## config.mk

```make
export PLATFORM = sky130hd
export DESIGN_NAME = olbp_back
export DESIGN_NICKNAME = d
export VERILOG_FILES = /design/src/olbp_pkg.sv /design/src/olbp_back.sv
export SDC_FILE = /design/constraint.sdc
export NUM_CORES = 2
export LEC_CHECK = 0
export BUFFER_PORTS_ARGS = -buffer_cell sky130_fd_sc_hd__buf_2
export CAP_MARGIN = 5
export CORE_MARGIN = 4
export CORE_UTILIZATION = 45
export CTS_CLUSTER_SIZE = 24
export DETAILED_ROUTE_END_ITERATION = 10
export GPL_ROUTABILITY_DRIVEN = 0
export HOLD_SLACK_MARGIN = 0.02
export PLACE_DENSITY = 0.67
export SYNTH_ARGS = -nofsm -noshare
export SYNTH_HDL_FRONTEND = slang
export SYNTH_SLANG_ARGS = --single-unit
```

## constraint.sdc

```tcl
create_clock -name clock -period 4.15 [get_ports clock]
set_clock_uncertainty 0.05 [all_clocks]
set_input_delay 0.415 -clock clock [delete_from_list [all_inputs] [get_ports clock]]
set_output_delay 0.415 -clock clock [all_outputs]
set_load 0.02 [all_outputs]
```

## src/olbp_pkg.sv

```systemverilog
package olbp_pkg;

   localparam int PIXEL_W = 8;
   localparam int CODE_W = 4;
   localparam int BIN_W = 5;
   localparam int COUNT_W = 23;
   localparam int TOTAL_W = 24;
   localparam int BIN_COUNT = 32;
   localparam int HALF_BINS = 16;

   localparam int IMAGE_WIDTH_W = 12;
   localparam int IMAGE_HEIGHT_W = 13;
   localparam int CSR_DATA_W = 13;
   localparam int CSR_INDEX_W = 1;

   localparam int MAX_WIDTH_DEFAULT = 2048;
   localparam int MAX_HEIGHT_DEFAULT = 4096;
   localparam int IMAGE_WIDTH_RESET = 640;
   localparam int IMAGE_HEIGHT_RESET = 480;
   localparam int MIN_SIZE = 3;

   localparam int QUEUE_DEPTH = 4;
   localparam int QPTR_W = $clog2(QUEUE_DEPTH);
   localparam int QCNT_W = $clog2(QUEUE_DEPTH + 1);

   localparam logic [COUNT_W-1:0] COUNT_MAX = '1;
   localparam logic [TOTAL_W-1:0] TOTAL_MAX = '1;

   localparam logic [CSR_INDEX_W-1:0] CSR_IMAGE_WIDTH = 1'b0;
   localparam logic [CSR_INDEX_W-1:0] CSR_IMAGE_HEIGHT = 1'b1;

   typedef struct packed {
      logic              upd;
      logic              last;
      logic [CODE_W-1:0] orth;
      logic [CODE_W-1:0] diag;
   } hist_op_type;

   typedef enum logic [0:0] {
      BK_RUN,
      BK_DRAIN
   } back_state_type;

endpackage

```

## src/olbp_back.sv

```systemverilog
module olbp_back
   import olbp_pkg::*;
(
   input  logic               clock,
   input  logic               reset,
   input  hist_op_type        q_op_i,
   input  logic               q_empty_i,
   output logic               q_pop_o,
   input  logic               rsp_pop_i,
   output logic               rsp_valid_o,
   output logic [BIN_W-1:0]   rsp_bin_o,
   output logic [COUNT_W-1:0] rsp_count_o,
   output logic [TOTAL_W-1:0] rsp_total_o,
   output logic               rsp_last_o
);

   back_state_type     state_ff, state_in;
   logic [COUNT_W-1:0] bins_ff [BIN_COUNT];
   logic [COUNT_W-1:0] bins_in [BIN_COUNT];
   logic [TOTAL_W-1:0] total_ff, total_in;
   logic [BIN_W-1:0]   rd_idx_ff, rd_idx_in;
   logic               rsp_valid_ff, rsp_valid_in;
   logic [BIN_W-1:0]   rsp_bin_ff;
   logic [COUNT_W-1:0] rsp_count_ff;
   logic [TOTAL_W-1:0] rsp_total_ff;
   logic               rsp_last_ff;
   logic               load;
   logic               clear;
   logic               inc;

   always_comb begin
      state_in = state_ff;
      q_pop_o = 1'b0;
      load = 1'b0;
      clear = 1'b0;
      case (state_ff)
         BK_RUN: begin
            q_pop_o = !q_empty_i;
            if (q_pop_o && q_op_i.last) begin
               state_in = BK_DRAIN;
            end
         end
         BK_DRAIN: begin
            load = !rsp_valid_ff || rsp_pop_i;
            if (load && rd_idx_ff == BIN_W'(BIN_COUNT - 1)) begin
               clear = 1'b1;
               state_in = BK_RUN;
            end
         end
         default: begin
            state_in = BK_RUN;
         end
      endcase
   end

   assign inc = q_pop_o && q_op_i.upd;

   always_comb begin
      for (int i = 0; i < BIN_COUNT; i++) begin
         bins_in[i] = bins_ff[i];
         if (clear) begin
            bins_in[i] = '0;
         end else if (inc && bins_ff[i] != COUNT_MAX
                      && (BIN_W'(i) == {1'b0, q_op_i.orth}
                          || BIN_W'(i) == {1'b1, q_op_i.diag})) begin
            bins_in[i] = bins_ff[i] + COUNT_W'(1);
         end
      end
      total_in = total_ff;
      if (clear) begin
         total_in = '0;
      end else if (inc) begin
         total_in = (total_ff >= TOTAL_MAX - TOTAL_W'(1)) ? TOTAL_MAX
                                                          : total_ff + TOTAL_W'(2);
      end
      rd_idx_in = load ? rd_idx_ff + BIN_W'(1) : rd_idx_ff;
      rsp_valid_in = load || (rsp_valid_ff && !rsp_pop_i);
   end

   always_ff @(posedge clock) begin
      if (reset) begin
         state_ff <= BK_RUN;
         bins_ff <= '{default: '0};
         total_ff <= '0;
         rd_idx_ff <= '0;
         rsp_valid_ff <= 1'b0;
      end else begin
         state_ff <= state_in;
         bins_ff <= bins_in;
         total_ff <= total_in;
         rd_idx_ff <= rd_idx_in;
         rsp_valid_ff <= rsp_valid_in;
      end
   end

   always_ff @(posedge clock) begin
      if (load) begin
         rsp_bin_ff <= rd_idx_ff;
         rsp_count_ff <= bins_ff[rd_idx_ff];
         rsp_total_ff <= total_ff;
         rsp_last_ff <= rd_idx_ff == BIN_W'(BIN_COUNT - 1);
      end
   end

   assign rsp_valid_o = rsp_valid_ff;
   assign rsp_bin_o = rsp_bin_ff;
   assign rsp_count_o = rsp_count_ff;
   assign rsp_total_o = rsp_total_ff;
   assign rsp_last_o = rsp_last_ff;

endmodule

```

After elaboration in Yosys (flattened, before gate mapping)
Index checks and enable logic that the tools add are counted. W data, S select, Z words.

Flip-flop bits (word level): 820. Input bits: 14. Logic and storage cells: 228.

Add/sub/neg operators: 34. Eq/ne operators: 63. Reduce and logical (&&, ||, !) cells: 76. Bitwise logic cells: 2. Multiplexer cells: 11. Order comparisons: 2.

Operators by type and width (count): $add A23 B1 Y23 const B (32); $ne A23 B23 Y1 const B (32); $bmux W23 S5 (1); $logic_and A1 B1 Y1 (68); $eq A4 B4 Y1 const A (16); $mux W23 (2); $eq A3 B4 Y1 const A (8); $add A24 B2 Y24 const B (1); $ge A24 B24 Y1 const B (1); $mux W24 (1); $eq A2 B4 Y1 const A (4); $eq A1 B4 Y1 const A (2); $logic_not A4 Y1 (2); $ge A6 B6 Y1 const B (1); $mux W1 (6); $not A5 Y6 (1); $add A5 B1 Y5 const B (1); $eq A5 B5 Y1 const B (1); $logic_not A1 Y1 (3); $logic_or A1 B1 Y1 (2); $pmux W1 S2 (1); $reduce_or A2 Y1 (1); $not A1 Y1 (1).

Logic depth before layout (Yosys ltp)
Depth after elaboration: 6. Mapped depth: 11. Depth with buffers taken out: 6.

Worst setup path before layout
Ideal clock, no wire load.

Path kind: input to register. Start: in rsp_pop_i. End: reg bins_ff[206] in the netlist's numbering. Buffers on the path: 5. Setup time: 0.128 ns. Arrival time: 3.613 ns. Setup slack: 0.359 ns. Stages: 9. Cells stage by stage: nand2b_1 > and2_1 > clkbuf_1 > a21o_1 > buf_2 > clkbuf_1 > clkbuf_1 > buf_1 > nor2_1.

Word-level cells in the longest chain between the ends: 5.

Ends and longest elaborated chain: from (decl) (RTL line olbp_back.sv:9) `input logic rsp_pop_i,`; $logic_or A1 B1 Y1 (RTL line olbp_back.sv:44) `load = !rsp_valid_ff || rsp_pop_i;`; $logic_and A1 B1 Y1 (RTL line olbp_back.sv:45) `if (load && rd_idx_ff == BIN_W'(BIN_COUNT - 1)) begin`; $mux W1 (RTL line olbp_back.sv:45); $mux W1 (RTL line olbp_back.sv:36) `case (state_ff)`; $reduce_or A2 Y1 (no line); to (signal assigned) (RTL line olbp_back.sv:89) `bins_ff <= bins_in;`; to (decl) (RTL line olbp_back.sv:18) `logic [COUNT_W-1:0] bins_ff [BIN_COUNT];`.

Every way passes these cells. A chain may end at the register's enable or synchronous reset.

Worst setup path after layout
Start: reg rd_idx_ff[4]. End: reg bins_ff[630] in the netlist's numbering.

Word-level cells in the longest chain between the ends: 5.

Ends and longest elaborated chain: from (decl) (RTL line olbp_back.sv:21) `logic [BIN_W-1:0] rd_idx_ff, rd_idx_in;`; from (signal assigned) (RTL line olbp_back.sv:91) `rd_idx_ff <= rd_idx_in;`; $eq A5 B5 Y1 (RTL line olbp_back.sv:45); $logic_and A1 B1 Y1 (RTL line olbp_back.sv:45); $mux W1 (RTL line olbp_back.sv:45); $mux W1 (RTL line olbp_back.sv:36); $reduce_or A2 Y1 (no line).

Every way passes these cells.

==> qor.csv <==
metric,value,unit
area_growth,10.2,%
min_to,bins_ff[444],
clock-sinks,820,
relSlewSlack,17.0,%
routed_wl,136,mm
place_inst,6202,
p_per_area,340,nW/um2
die_height,326,um
comb_power_share,3.7,%
switchingPower,3.93,mW
routedWlPerCell,21.2,um
grt_pass1_wl,212,mm
rsz0062_at_grt,no,
grt_pass1_vias,37000,
r2r_end,bins_ff[630],
slew_viol_final,0,
num_io_pins,69,
fin_nets,5051,
timing.setup.critical_path_class,reg -> reg,
arrival,3.52,ns
period_minus_slack,3.03,ns
clockBufferDepth,3,
ff2ff_setup_slack,1.12,ns
synth_nets,5122,
finalSetupTns,0,ns
cts_buffers,92,
die_w,326,um
port_buffers,68,
fillCellCount,9270,
final_common_cell,dfxtp_1,
p_seq_share,47.1,%
final_cell_mix,"762 x dfxtp_1, 415 x nor2_1, 414 x nand2_1",
pwr-share-clk,49.2,%
internal_power,13.1,mW
synth_edf_count,53,
async_reset_ff_share,0,%
status,"finished, final reports clean",
vdd_ir_drop_max,0.378,mV
crit_path_start_kind,register,
track_usage,24.7,%
drive_gt1_share,11.1,%
tightest_slew,1.23,ns
final_cells,6379,
syn_inst,5073,
die_area,106000,um2
finalCritPeriodShare,73.0,%
place_hpwl,98.2,mm
p_sw_share,23.1,%
drv_cap,0,
hold_start,q_op_i[5],
rr_worst_depth,5,
htreeDepth,3,
p_leak,14.8,nW
dp_slack,1.05,ns
postLayoutSetupSlackWorst,1.12,ns
rows,116,
num_vias,40600,
netlist_area,45500,um2
antenna_found_initial,10,
core_area,100000,um2
finalSetupViolCount,0,
ys.flop_type,dfxtp_1,
synth.yosys.warnings,0,
ant_nets,0,
synth.avg_cell_area,8.96,um2
cts-root-buf,clkbuf_16,
finalHoldViolCount,0,
worstSkewPairLatency,0.68,ns
clock.fmax,0.330,GHz
final_core_util,50.0,%
viasPerCell,6.36,
cts_tree,yes,
gr-total-overflow,0,
path_max_fanout,103,
cts_resized,0,
endpoint_kind,register,
synth_cell_types,83,
path_clk_slew,0.06,ns
grt_start_max_net_pins,166,
initial_core_util,45.4,%
cp.required,4.64,ns
synth_seq_cells,820,
timing.rr.start,rd_idx_ff[4],
total_power,17.0,mW
hold_depth,5,
drtIter0Drc,3902,
seq_area_frac_synth,37.3,%
hold_class,in -> reg,
drt_pass1_iterations,5,
route.detailed.drc,0,
==> per-stage QoR <==
step	hold WS (ns)	instance area [um2]
6_report	0.367	50100
5_1_grt	0.371	50100
4_1_cts	0.312	50100
3_5_place_dp	0.376	47000
3_3_place_gp	0.372	47000
2_1_floorplan	0.356	45500
==> sequential cells by signal, indices dropped and copies added (netlist names) <==
name / cells
bins_ff: 736
state_ff: 1
rsp_bin_o: 5
rsp_total_o: 24
rsp_last_o: 1
rd_idx_ff: 5
total_ff: 24
rsp_count_o: 23
rsp_valid_o: 1
==> what timing repair did <==
item / CTS / global route
setup buffers: 0 / 0
endpoints found under the hold margin: 6 / 0
hold buffers: 4 / 0
==> critical path: stages (launching register included) <==
cell and delay [ns]:
dfxtp_2 0.97, ha_1 0.38, a21o_4 0.69, buf_12 0.44
or4_1 0.20, nand2_1 0.05
==> layout make-up <==
class | count | area, um2 | share of cell area (%)
diodes | 5 | 12.5 | 0.0250
clock buffers | 142 | 2780 | 5.56
clock inverters | 26 | 300 | 0.600
inverters | 108 | 405 | 0.809
multi-input cells | 3847 | 27000 | 53.9
flip-flops and latches | 820 | 17000 | 33.9
well taps | 1298 | 1620 | 3.24
repair buffers | 133 | 1010 | 2.02
==> kinds of logic after synthesis <==
kind of cell,count (synthesis),synth area share [%]
AOI/OAI and AO/OA,954,13.3
and+or+nand+nor,2205,26.4
buffers and inverters,406,3.46
xor gates and xnor gates,311,5.99
DFF,820,37.3
muxes,342,12.7
adders and majority gates,35,0.963
==> routing by layer <==
layer / vias to the layer above / track usage (%) / routed length, um
li1: 19100 / - / -
met4: 6 / 9.85 / 5780
met2: 1554 / 39.1 / 61000
met1: 19700 / 33.6 / 57500
met3: 286 / 4.42 / 11200
met5: - / 0 / 46
==> how the worst max path moves through the flow <==
stage,startpoint,end,slack [ns],depth (start not counted)
2_1_floorplan,rsp_pop_i,bins_ff[206],0.36,9
3_3_place_gp,q_empty_i,bins_ff[168],1.14,8
3_5_place_dp,q_empty_i,bins_ff[168],1.05,8
4_1_cts,rd_idx_ff[1],bins_ff[427],1.16,7
5_1_grt,rd_idx_ff[1],bins_ff[427],0.95,7
6_report,rd_idx_ff[4],bins_ff[630],1.12,5
==> Yosys cell counts (88+ instances only) <==
master,n,area (um2)
a211oi_1,91,683
or3_1,144,901
o21ai_0,179,896
o31ai_1,110,826
nor2_1,415,1560
and4_1,96,841
clkbuf_1,234,878
nor4_1,88,551
mux4_2,183,4120
inv_1,108,405
nand4_1,201,1260
xnor2_1,247,2160
mux2i_1,135,1350
nand2_1,414,1550
a21oi_1,340,1700
or4_1,144,1080
nand3_1,304,1520
dfxtp_1,767,15400
==> power by group through the flow <==
| stage | sequential (mW) | combinational [mW] | clock (mW) |
|---|---|---|---|
| detailed placement | 8.19 | 0.620 | 0 |
| floorplan | 8.20 | 0.415 | 0 |
| CTS | 8.02 | 0.623 | 8.50 |
| finish | 8.02 | 0.623 | 8.38 |
| global route | 8.02 | 0.668 | 8.79 |
| global placement | 8.19 | 0.614 | 0 |
(Power assumes the default switching activity.)
