File: src/olbp_pkg.sv
package olbp_pkg;

   localparam int PIXEL_W = 8;
   localparam int CODE_W = 4;
   localparam int BIN_W = 5;
   localparam int COUNT_W = 23;
   localparam int TOTAL_W = 24;
   localparam int BIN_COUNT = 32;
   localparam int HALF_BINS = 16;

   localparam int IMAGE_WIDTH_W = 12;
   localparam int IMAGE_HEIGHT_W = 13;
   localparam int CSR_DATA_W = 13;
   localparam int CSR_INDEX_W = 1;

   localparam int MAX_WIDTH_DEFAULT = 2048;
   localparam int MAX_HEIGHT_DEFAULT = 4096;
   localparam int IMAGE_WIDTH_RESET = 640;
   localparam int IMAGE_HEIGHT_RESET = 480;
   localparam int MIN_SIZE = 3;

   localparam int QUEUE_DEPTH = 4;
   localparam int QPTR_W = $clog2(QUEUE_DEPTH);
   localparam int QCNT_W = $clog2(QUEUE_DEPTH + 1);

   localparam logic [COUNT_W-1:0] COUNT_MAX = '1;
   localparam logic [TOTAL_W-1:0] TOTAL_MAX = '1;

   localparam logic [CSR_INDEX_W-1:0] CSR_IMAGE_WIDTH = 1'b0;
   localparam logic [CSR_INDEX_W-1:0] CSR_IMAGE_HEIGHT = 1'b1;

   typedef struct packed {
      logic              upd;
      logic              last;
      logic [CODE_W-1:0] orth;
      logic [CODE_W-1:0] diag;
   } hist_op_type;

   typedef enum logic [0:0] {
      BK_RUN,
      BK_DRAIN
   } back_state_type;

endpackage

File: src/olbp_queue.sv
module olbp_queue
   import olbp_pkg::*;
(
   input  logic              clock,
   input  logic              reset,
   input  logic              push_i,
   input  hist_op_type       op_i,
   input  logic              pop_i,
   output hist_op_type       op_o,
   output logic              empty_o,
   output logic [QCNT_W-1:0] count_o
);

   hist_op_type       entries_ff [QUEUE_DEPTH];
   logic [QPTR_W-1:0] wr_ptr_ff, wr_ptr_in;
   logic [QPTR_W-1:0] rd_ptr_ff, rd_ptr_in;
   logic [QCNT_W-1:0] count_ff, count_in;
   logic              do_pop;

   assign empty_o = count_ff == '0;
   assign count_o = count_ff;
   assign op_o = entries_ff[rd_ptr_ff];
   assign do_pop = pop_i && !empty_o;

   always_comb begin
      wr_ptr_in = push_i ? wr_ptr_ff + QPTR_W'(1) : wr_ptr_ff;
      rd_ptr_in = do_pop ? rd_ptr_ff + QPTR_W'(1) : rd_ptr_ff;
      count_in = count_ff + QCNT_W'(push_i) - QCNT_W'(do_pop);
   end

   always_ff @(posedge clock) begin
      if (reset) begin
         wr_ptr_ff <= '0;
         rd_ptr_ff <= '0;
         count_ff <= '0;
      end else begin
         wr_ptr_ff <= wr_ptr_in;
         rd_ptr_ff <= rd_ptr_in;
         count_ff <= count_in;
      end
   end

   always_ff @(posedge clock) begin
      if (push_i) begin
         entries_ff[wr_ptr_ff] <= op_i;
      end
   end

endmodule

File: config.mk
export PLATFORM = sky130hd
export DESIGN_NAME = olbp_queue
export DESIGN_NICKNAME = d
export VERILOG_FILES = /design/src/olbp_pkg.sv /design/src/olbp_queue.sv
export SDC_FILE = /design/constraint.sdc
export NUM_CORES = 1
export LEC_CHECK = 0
export ABC_AREA = 1
export BUFFER_PORTS_ARGS = -buffer_cell sky130_fd_sc_hd__buf_2
export CORE_AREA = 3 3 74 69
export DETAILED_ROUTE_END_ITERATION = 8
export DIE_AREA = 0 0 77 72
export HOLD_SLACK_MARGIN = 0.03
export SYNTH_ARGS = -nofsm -noshare
export SYNTH_HDL_FRONTEND = slang
export SYNTH_SLANG_ARGS = --single-unit
File: constraint.sdc
create_clock -name clock -period 4.2 [get_ports clock]
set_clock_uncertainty 0.2 [all_clocks]
set_input_delay 0.42 -clock clock [delete_from_list [all_inputs] [get_ports clock]]
set_output_delay 0.42 -clock clock [all_outputs]
set_load 0.05 [all_outputs]
* Word-level counts from Yosys, hierarchy flattened *
Memories as Yosys holds them, arrays and structs flattened. A register that Yosys moved wholly into a read port is not among the register bits.
Index checks and enable logic that the tools add are counted.

storage, ports and cells
  memories kept = 1
  RAM bits = 40
  flip-flop bits (word level) = 7
  logic and storage cells = 15

operators by class
  $add $sub $neg = 4
  reduce and logical (&&, ||, !) cells = 3
  muxes and demuxes = 4

memory list
  memory      depth  bits a word  rd ports  clocked after Yosys merged registers in  write ports  RTL line          text
  entries_ff  4      10           1         1                                        1            olbp_queue.sv:14  hist_op_type entries_ff [QUEUE_DEPTH];

operators by type and width
  operator               count
  $add A2 B1 Y2 const B  2
  $mux W2                2
  $add A3 B1 Y3          1
  $logic_not A3 Y1       1
  $sub A3 B1 Y3          1
  $mux W1                2
  $logic_and A1 B1 Y1    1
  $logic_not A1 Y1       1

* Longest topological paths before layout *
Gate-level depths: netlist (run 1).

  depth after elaboration = 5
  depth in mapped cells = 12
  mapped depth without buffers = 12

* Worst setup path before layout (run 1) *
OpenSTA, ideal clock, no wires.

  path type = register to register
  start = register count_ff[1] (netlist: count_o[1])
  end = register count_ff[2] (netlist: count_o[2])
  stages on the path, launching flop included = 12
  required time = 3885 ps
  buffers on the path = 0
  arrival = 2242 ps
  setup time = 115 ps
  path slack = 1643 ps
  path through = dfxtp_1 nor2_2 nand2_2 inv_1 nor2_1 ha_1 inv_1 ha_1 inv_1 fa_1 a21oi_1 nor2_1

on the way
  longest elaborated chain between the ends = 4
  elaborated cells between the ends (all ways) = 5

ends and longest elaborated chain
  element                 RTL line          text
  from (decl)             olbp_queue.sv:17  logic [QCNT_W-1:0] count_ff, count_in;
  from (signal assigned)  olbp_queue.sv:39  count_ff <= count_in;
  $logic_not A3 Y1        olbp_queue.sv:20  assign empty_o = count_ff == '0;
  named net empty_o       olbp_queue.sv:10  output logic empty_o,
  $logic_not A1 Y1        olbp_queue.sv:23  assign do_pop = pop_i && !empty_o;
  $logic_and A1 B1 Y1     olbp_queue.sv:23
  named net do_pop        olbp_queue.sv:18  logic do_pop;
  $sub A3 B1 Y3           olbp_queue.sv:28  count_in = count_ff + QCNT_W'(push_i) - QCNT_W'(do_pop);

The timed path passes the listed nets, and every way through them passes these cells.
A chain may end at the register's enable or synchronous reset.

==> flow_summary.ini, run 1 <==
[cts]
clockBufferDepth = 2
cts_tree = yes
post_cts_buffers = 0
path_clk_slew_ns = 0.09
numCtsBuffers = 5
clk_latency_ns = 0.30
clock_sinks = 49
cts-root-buf = clkbuf_8
cts_resized = 0
cts_hold_buf = 0
htreeDepth = 2

[worst_setup_path]
arrival_ns = 2.01
critPathKind = reg -> out
max_stage_delay_ns = 0.83
cp_cell_sequence = inv_2 > o21ai_1 > o22ai_1 > buf_2
critPathMaxFanout = 21
cp.required_ns = 3.58
reg2reg_slack_ns = 2.08
cp-start-kind = flop
end_kind = output pin
slowest_stage = dfxtp_1

[die]
ios = 28
die_area_um2 = 5544
die_h_um = 72
initial_utilization_pct = 44.47
die_w_um = 77
core_um2 = 4403
fp-row-count = 23

[synth]
synthAdderAreaFrac_pct = 4.856
muxShareOfSynthArea_pct = 0
syn_area_um2 = 1958
synthXorXnorAreaFrac_pct = 0
yosysSeqAreaShare_pct = 70.54
yosys.area_share.simple_pct = 8.371
synth_nets = 178
synth.distinct_cells = 19
synth_compound_area_share_pct = 10.29
avgSynthCellArea_um2 = 12.47
synth-seq-cells = 49
yosysWarnings = 0
synthCells = 157
synth_top_family_by_area = compound AO/OA/AOI/OAI gates

[finish]
drive_gt1_share_pct = 21.39
nNetsFinal = 207
layout_common_cells = edfxtp_1, nor2_1, buf_2
n_fill_cell = 399
areaGrowthSynthToFinish_pct = 13.16
layout_commonest_cell = edfxtp_1
final_util_pct = 50.33
antennaDiodeCount = 0

[status]
outcome = complete, no violations

[sta]
hold_viol = 0
worstMarginPinSlew_ns = 0.7724
setup_violations = 0
clock.fmax_mhz = 380.7
slew_headroom_pct = 48.43
hold_ws_ns = 0.08960
grt_setup_unrepaired = no
finalCritPeriodShare_pct = 62.55
finalMaxSlewViolations = 0
fin_tns_setup_ns = 0
fin_crit_ns = 2.627

[routing]
first_iter_violations = 84
viasPerCell = 4.807
dr.pass1.iters = 4
vias = 1197
ant_nets = 0
wl_um = 3456
drc = 0
avgRoutedWirePerCell_um = 13.88

[pwr]
leakage_nw = 0.8768
p_per_area_nw_per_um2 = 613.8
vdd_drop_max_uv = 269.2

[global_routing]
track_usage_pct = 13.14
antenna_found_initial = 0
overflow = 0
grt_max_degree = 22
grt_pass1_wl_um = 5554
grt_pass1_vias = 1169

[placement]
portBuffers = 27
place_hpwl_um = 2364
gp_congestion = 0.6833

[job]
cap_violations = 0

[worst_hold_path]
hp-class = in -> reg
-- final timing paths --
path	cells past startpoint	end	from
setup reg to reg	11	count_o[2]	count_o[1]
hold / removal	2	count_o[1]	reset
hold reg to reg	2	flop	rd_ptr_ff[0]
setup / recovery	4	op_o[1]	flop
-- cell type report --
type / count / area, um2 / area share [%]
multi-input combinational: 85 / 460.4 / 20.78
clock buffer: 5 / 68.82 / 3.106
inverter: 18 / 67.56 / 3.049
clock inverter: 3 / 25.02 / 1.129
sequential: 49 / 1381 / 62.34
tap: 62 / 77.57 / 3.501
timing repair buffer: 27 / 135.1 / 6.098
-- Yosys cell counts --
cell,instances,share of area (%)
buf_6,3,1.7
ha_1,6,3.8
nor2_1,27,5.2
buf_4,1,0.38
edfxtp_1,40,61
o21ai_1,19,4.9
nor2_2,1,0.32
o21ai_0,2,0.51
fa_1,1,1.0
inv_1,17,3.3
a21oi_1,5,1.3
nand2_2,2,0.64
o21ai_2,1,0.45
nand3_1,2,0.51
inv_2,1,0.19
clkbuf_4,1,0.38
o22ai_1,10,3.2
nand2_1,9,1.7
dfxtp_1,9,9.2
-- routing by layer --
| layer | GRT usage (%) | vias to the layer above | share of wire [%] |
|---|---|---|---|
| met5 | 0 | - | 0 |
| met4 | 4.743 | 0 | 1.6 |
| met3 | 4.467 | 5 | 4.8 |
| met2 | 22.73 | 20 | 50 |
| met1 | 15.42 | 568 | 43 |
| li1 | - | 604 | - |
-- state kept, by name (all words and copies together) (netlist names), named ones only --
register,flops
count_o,3
entries_ff,40
rd_ptr_ff,2
wr_ptr_ff,2
-- cells by family (layout without fill, tap and decap cells) --
family | Yosys count | after routing
AO/OA/AOI/OAI | 37 | 37
adder cells (fa/ha/maj) | 7 | 7
buffers and inverters | 23 | 53
flip-flops | 49 | 49
AND/OR/NAND/NOR | 41 | 41
-- per-stage QoR --
stage / worst slack, ns / total power, mW / cell area, um2 / std cells
global placement: 2.015 / 1.075 / 2122 / 241
detailed placement: 1.906 / 1.093 / 2122 / 241
finish: 1.573 / 1.360 / 2216 / 249
floorplan: 1.643 / 1.002 / 1958 / 157
CTS: 1.561 / 1.375 / 2216 / 249
global route: 1.414 / 1.439 / 2216 / 249
-- critical path, delay by kind of cell, from the launching register on --
family | cells | cell delay [ns]
AO/OA/AOI/OAI | 2 | 0.32
buffers and inverters | 2 | 0.54
flip-flops | 1 | 0.83
-- power by group --
group	leakage (nW)	internal (mW)	switching [mW]	total (mW)
clock	0.0452	0.121	0.159	0.281
sequential	0.442	0.565	0.0425	0.608
combinational	0.390	0.116	0.355	0.472
Power figures use the tool's default switching activity.
==> inputs of run 2 (changes only) <==
==> constraint.sdc (replaced) <==
create_clock -name clock -period 2.6 [get_ports clock]
set_clock_uncertainty 0.2 [all_clocks]
set_input_delay 0.26 -clock clock [delete_from_list [all_inputs] [get_ports clock]]
set_output_delay 0.26 -clock clock [all_outputs]
set_load 0.05 [all_outputs]
==> run 2 against run 1 <==
Clock power is 57% higher. Clock-buffer cell count unchanged. Core utilization grew 2.6 points. Worst setup slack lost 1.2 ns. Global-route usage grew 1.4 points. Register-to-register slack lost 1.6 ns. Cell count grew 4.8%. First-iteration DRC count is 51% lower. Critical path depth unchanged. Critical endpoint is now op_o[4]. Largest cell class unchanged. Largest power group unchanged.
==> flow_summary.ini, run 2 (synthesis gave the netlist of run 1 again) <==
[status]
outcome = complete, no violations

[pwr]
combPwrFrac_pct = 36.5
p_per_area_nw_per_um2 = 951.7
power_frac_clock_pct = 19.9
sw_frac_of_total_pct = 40.97
p_seq_share_pct = 43.6
power_mw = 2.217
internal-power_mw = 1.309
vdd_drop_max_uv = 394.0
power.switching_uw = 908.4
leakage_nw = 0.9274

[routing]
ant_nets = 0
viasPerCell = 4.854
drc = 0
dr.pass1.iters = 4
first_iter_violations = 41
vias = 1267
wl_um = 3734
avgRoutedWirePerCell_um = 14.31

[finish]
layout_commonest_cell = edfxtp_1
areaGrowthSynthToFinish_pct = 18.98
nNetsFinal = 219
layout_common_cells = edfxtp_1, nor2_1, buf_2
instances_no_fill = 261
seq_area_um2 = 1381
top_register = entries_ff
multi_input_area_um2 = 460.4
drive_gt1_share_pct = 20.60
largest_register_ffs = 40
fin_area_um2 = 2330
n_fill_cell = 393
antennaDiodeCount = 0
final_util_pct = 52.91

[sta]
clock.fmax_mhz = 457.1
hold_ws_ns = 0.05637
fin_tns_setup_ns = 0
worstMarginPinSlew_ns = 0.4737
setup_ws_ns = 0.4124
fin_crit_ns = 2.188
setup_violations = 0
finalCritPeriodShare_pct = 84.14
slew_headroom_pct = 68.38
grt_setup_unrepaired = no
finalMaxSlewViolations = 0
hold_viol = 0

[worst_setup_path]
r2r-end = count_o[2]
critPathMaxFanout = 12
reg2reg_slack_ns = 0.47
r2r_start = count_o[1]
arrival_ns = 1.73
end_kind = output pin
critPathCapture = op_o[4]
cp.required_ns = 2.14
critPathKind = reg -> out
cp-start-kind = flop
r2r_cells = 12

[die]
fp-row-count = 23
die_h_um = 72
ios = 28
die_area_um2 = 5544
core_um2 = 4403
die_w_um = 77
initial_utilization_pct = 44.47

[cts]
cts-root-buf = clkbuf_8
htreeDepth = 2
post_cts_buffers = 0
numCtsBuffers = 5
clk_latency_ns = 0.30
clock_sinks = 49
path_clk_slew_ns = 0.08
clockBufferDepth = 2
cts_tree = yes

[placement]
place_area_um2 = 2130
gp_congestion = 0.6856
dp_cells = 242
portBuffers = 27
place_hpwl_um = 2518
place_ws_ns = 0.5037

[global_routing]
overflow = 0
grt_max_degree = 21
antenna_found_initial = 0
track_usage_pct = 14.57
grt_pass1_vias = 1339
grt_pass1_wl_um = 6078

[worst_hold_path]
hp-class = in -> reg
hold_depth = 3

[job]
cap_violations = 0
run 2: how the worst min path moves through the flow:
stage,startpoint,endpoint
floorplan,reset,count_o[1]
global placement,reset,count_o[1]
detailed placement,reset,count_o[1]
CTS,pop_i,flop
global route,pop_i,flop
finish,pop_i,flop
run 2: area by class of cell:
cell class / instances / area share [%]
Sequential cell: 49 / 59.29
Multi-Input combinational cell: 85 / 19.76
Timing Repair Buffer: 39 / 10.85
Tap cell: 62 / 3.330
Clock buffer: 5 / 2.954
Inverter: 18 / 2.900
Clock inverter: 3 / 0.9130
run 2: power by group through the flow:
stage | registers, mW | logic, mW | clock network [mW]
4_1_cts | 0.968 | 0.812 | 0.458
3_5_place_dp | 0.986 | 0.799 | 0
6_report | 0.967 | 0.808 | 0.442
5_1_grt | 0.977 | 0.871 | 0.497
3_3_place_gp | 0.981 | 0.767 | 0
2_1_floorplan | 1.03 | 0.591 | 0
run 2: what timing repair did:
item	4_1_cts	5_1_grt
endpoints found under the hold margin	42	0
hold buffers	11	0
resized for setup	0	0
run 2: critical path, stage by stage, from the launching register on:
cell,delay [ns]
dfxtp_1,0.57
buf_4,0.27
o21ai_1,0.09
o22ai_1,0.20
buf_2,0.29
run 2: metal layers:
metal,up-vias,GRT usage (%),part of all wire [%]
met1,612,16.27,42
met3,6,4.342,3.8
li1,625,-,-
met2,24,26.21,53
met4,0,6.126,1.2
met5,-,0,0
==> inputs of run 3 (changes only) <==
==> constraint.sdc (replaced) <==
create_clock -name clock -period 2.24 [get_ports clock]
set_clock_uncertainty 0.2 [all_clocks]
set_input_delay 0.224 -clock clock [delete_from_list [all_inputs] [get_ports clock]]
set_output_delay 0.224 -clock clock [all_outputs]
set_load 0.05 [all_outputs]
==> run 3 against run 2 <==
Total power increased by 18%. Global-route usage rose by 0.14 points. Hold slack better by 0.041 ns. First-iteration DRC count rose by 32%. Clock-buffer cell count unchanged. Core utilization up 0.97 points. Clock power up 11%. Sequential share of layout area fell by 0.54 points. Die area did not move. Non-clock buffer count grew 2. Worst setup slack got worse by 0.25 ns. Largest power group unchanged. Highest routed layer unchanged.
==> flow_summary.ini, run 3 (synthesis gave the netlist of run 1 again) <==
[placement]
gp_congestion = 0.6802
place_ws_ns = 0.1986
place_hpwl_um = 2516
dp_cells = 243
portBuffers = 27

[cts]
cts-root-buf = clkbuf_8
clk_latency_ns = 0.29
clockBufferDepth = 2
path_clk_slew_ns = 0.08
clock_sinks = 49
numCtsBuffers = 5
htreeDepth = 2
cts_tree = yes

[global_routing]
track_usage_pct = 14.71
grt_pass1_wl_um = 6154
antenna_found_initial = 0
grt_pass1_vias = 1249
grt_max_degree = 21
overflow = 0

[sta]
fin_tns_setup_ns = 0
clock.fmax_mhz = 481.2
hold_viol = 0
hold_ws_ns = 0.09726
slew_headroom_pct = 65.77
finalMaxSlewViolations = 0
grt_setup_unrepaired = no
fin_crit_ns = 2.078
worstMarginPinSlew_ns = 0.5129
setup_violations = 0
finalCritPeriodShare_pct = 92.78
setup_ws_ns = 0.1617

[die]
core_um2 = 4403
ios = 28
initial_utilization_pct = 44.47
die_w_um = 77
die_area_um2 = 5544
fp-row-count = 23
die_h_um = 72

[finish]
largest_register_ffs = 40
nNetsFinal = 221
drive_gt1_share_pct = 23.88
instances_no_fill = 263
antennaDiodeCount = 0
areaGrowthSynthToFinish_pct = 21.15
top_register = entries_ff
layout_common_cells = edfxtp_1, nor2_1, buf_2
layout_commonest_cell = edfxtp_1

[worst_setup_path]
arrival_ns = 2.07
critPathKind = in -> reg
critPathMaxFanout = 3
end_kind = flop
cp-start-kind = primary input
cp.required_ns = 2.23

[status]
outcome = complete, no violations

[pwr]
leakage_nw = 0.9370
vdd_drop_max_uv = 484.7
p_per_area_nw_per_um2 = 1098

[routing]
ant_nets = 0
vias = 1266
dr.pass1.iters = 4
avgRoutedWirePerCell_um = 14.55
first_iter_violations = 54
drc = 0
wl_um = 3827
viasPerCell = 4.814

[job]
cap_violations = 0

[worst_hold_path]
hp-class = in -> reg
==> run 3: final cells by class <==
class                           instances  area [um2]
Timing Repair Buffer                   41       270.3
Sequential cell                        49        1394
Multi-Input combinational cell         85       473.0
Tap cell                               62       77.57
Clock buffer                            5       68.82
Fill cell                             370        2031
Clock inverter                          3       17.52
Inverter                               18       71.32
==> run 3: final timing paths <==
kind,startpoint,endpoint,slack (ns),cells past startpoint
hold reg to reg,rd_ptr_ff[0],flop,0.31,2
setup / recovery,pop_i,count_o[1],0.16,10
setup reg to reg,count_o[1],count_o[1],0.19,10
hold / removal,push_i,wr_ptr_ff[1],0.1,3
==> run 3: per-layer routing <==
metal | routed length (um) | global-route usage, % | vias to the layer above
met5 | 0 | 0 | -
met4 | 19 | 4.150 | 0
met3 | 140 | 4.467 | 2
met2 | 1992 | 25.92 | 24
met1 | 1676 | 17.72 | 606
li1 | - | - | 634
==> run 3: timing repair <==
| item | CTS | global route |
|---|---|---|
| resized for setup | 0 | 1 |
| hold buffers | 12 | 0 |
| setup endpoints to repair | 0 | 1 |
| setup buffers | 0 | 0 |
| hold endpoints to repair | 44 | 0 |
==> run 3: through the flow <==
| stage | area (um2) | utilization, % | total power [mW] |
|---|---|---|---|
| after detailed placement | 2165 | 49.16 | 2.128 |
| after CTS | 2371 | 53.85 | 2.636 |
| final | 2372 | 53.88 | 2.606 |
| after floorplan | 1986 | - | 1.931 |
| after global placement | 2165 | 49.16 | 2.086 |
| after global routing | 2372 | 53.88 | 2.756 |
==> run 3: power breakdown <==
group          internal [mW]  total, mW  switching [mW]
Clock                  0.216      0.490           0.274
Sequential              1.07       1.14          0.0650
Combinational          0.257      0.975           0.718
==> run 3: critical path: stages <==
cell and delay (ns):
dlygate4sd3_1 0.56, buf_2 0.14, inv_1 0.05, nor2_1 0.04, ha_1 0.26, inv_1 0.06
ha_1 0.13, inv_1 0.05, fa_2 0.51, nor2_1 0.04
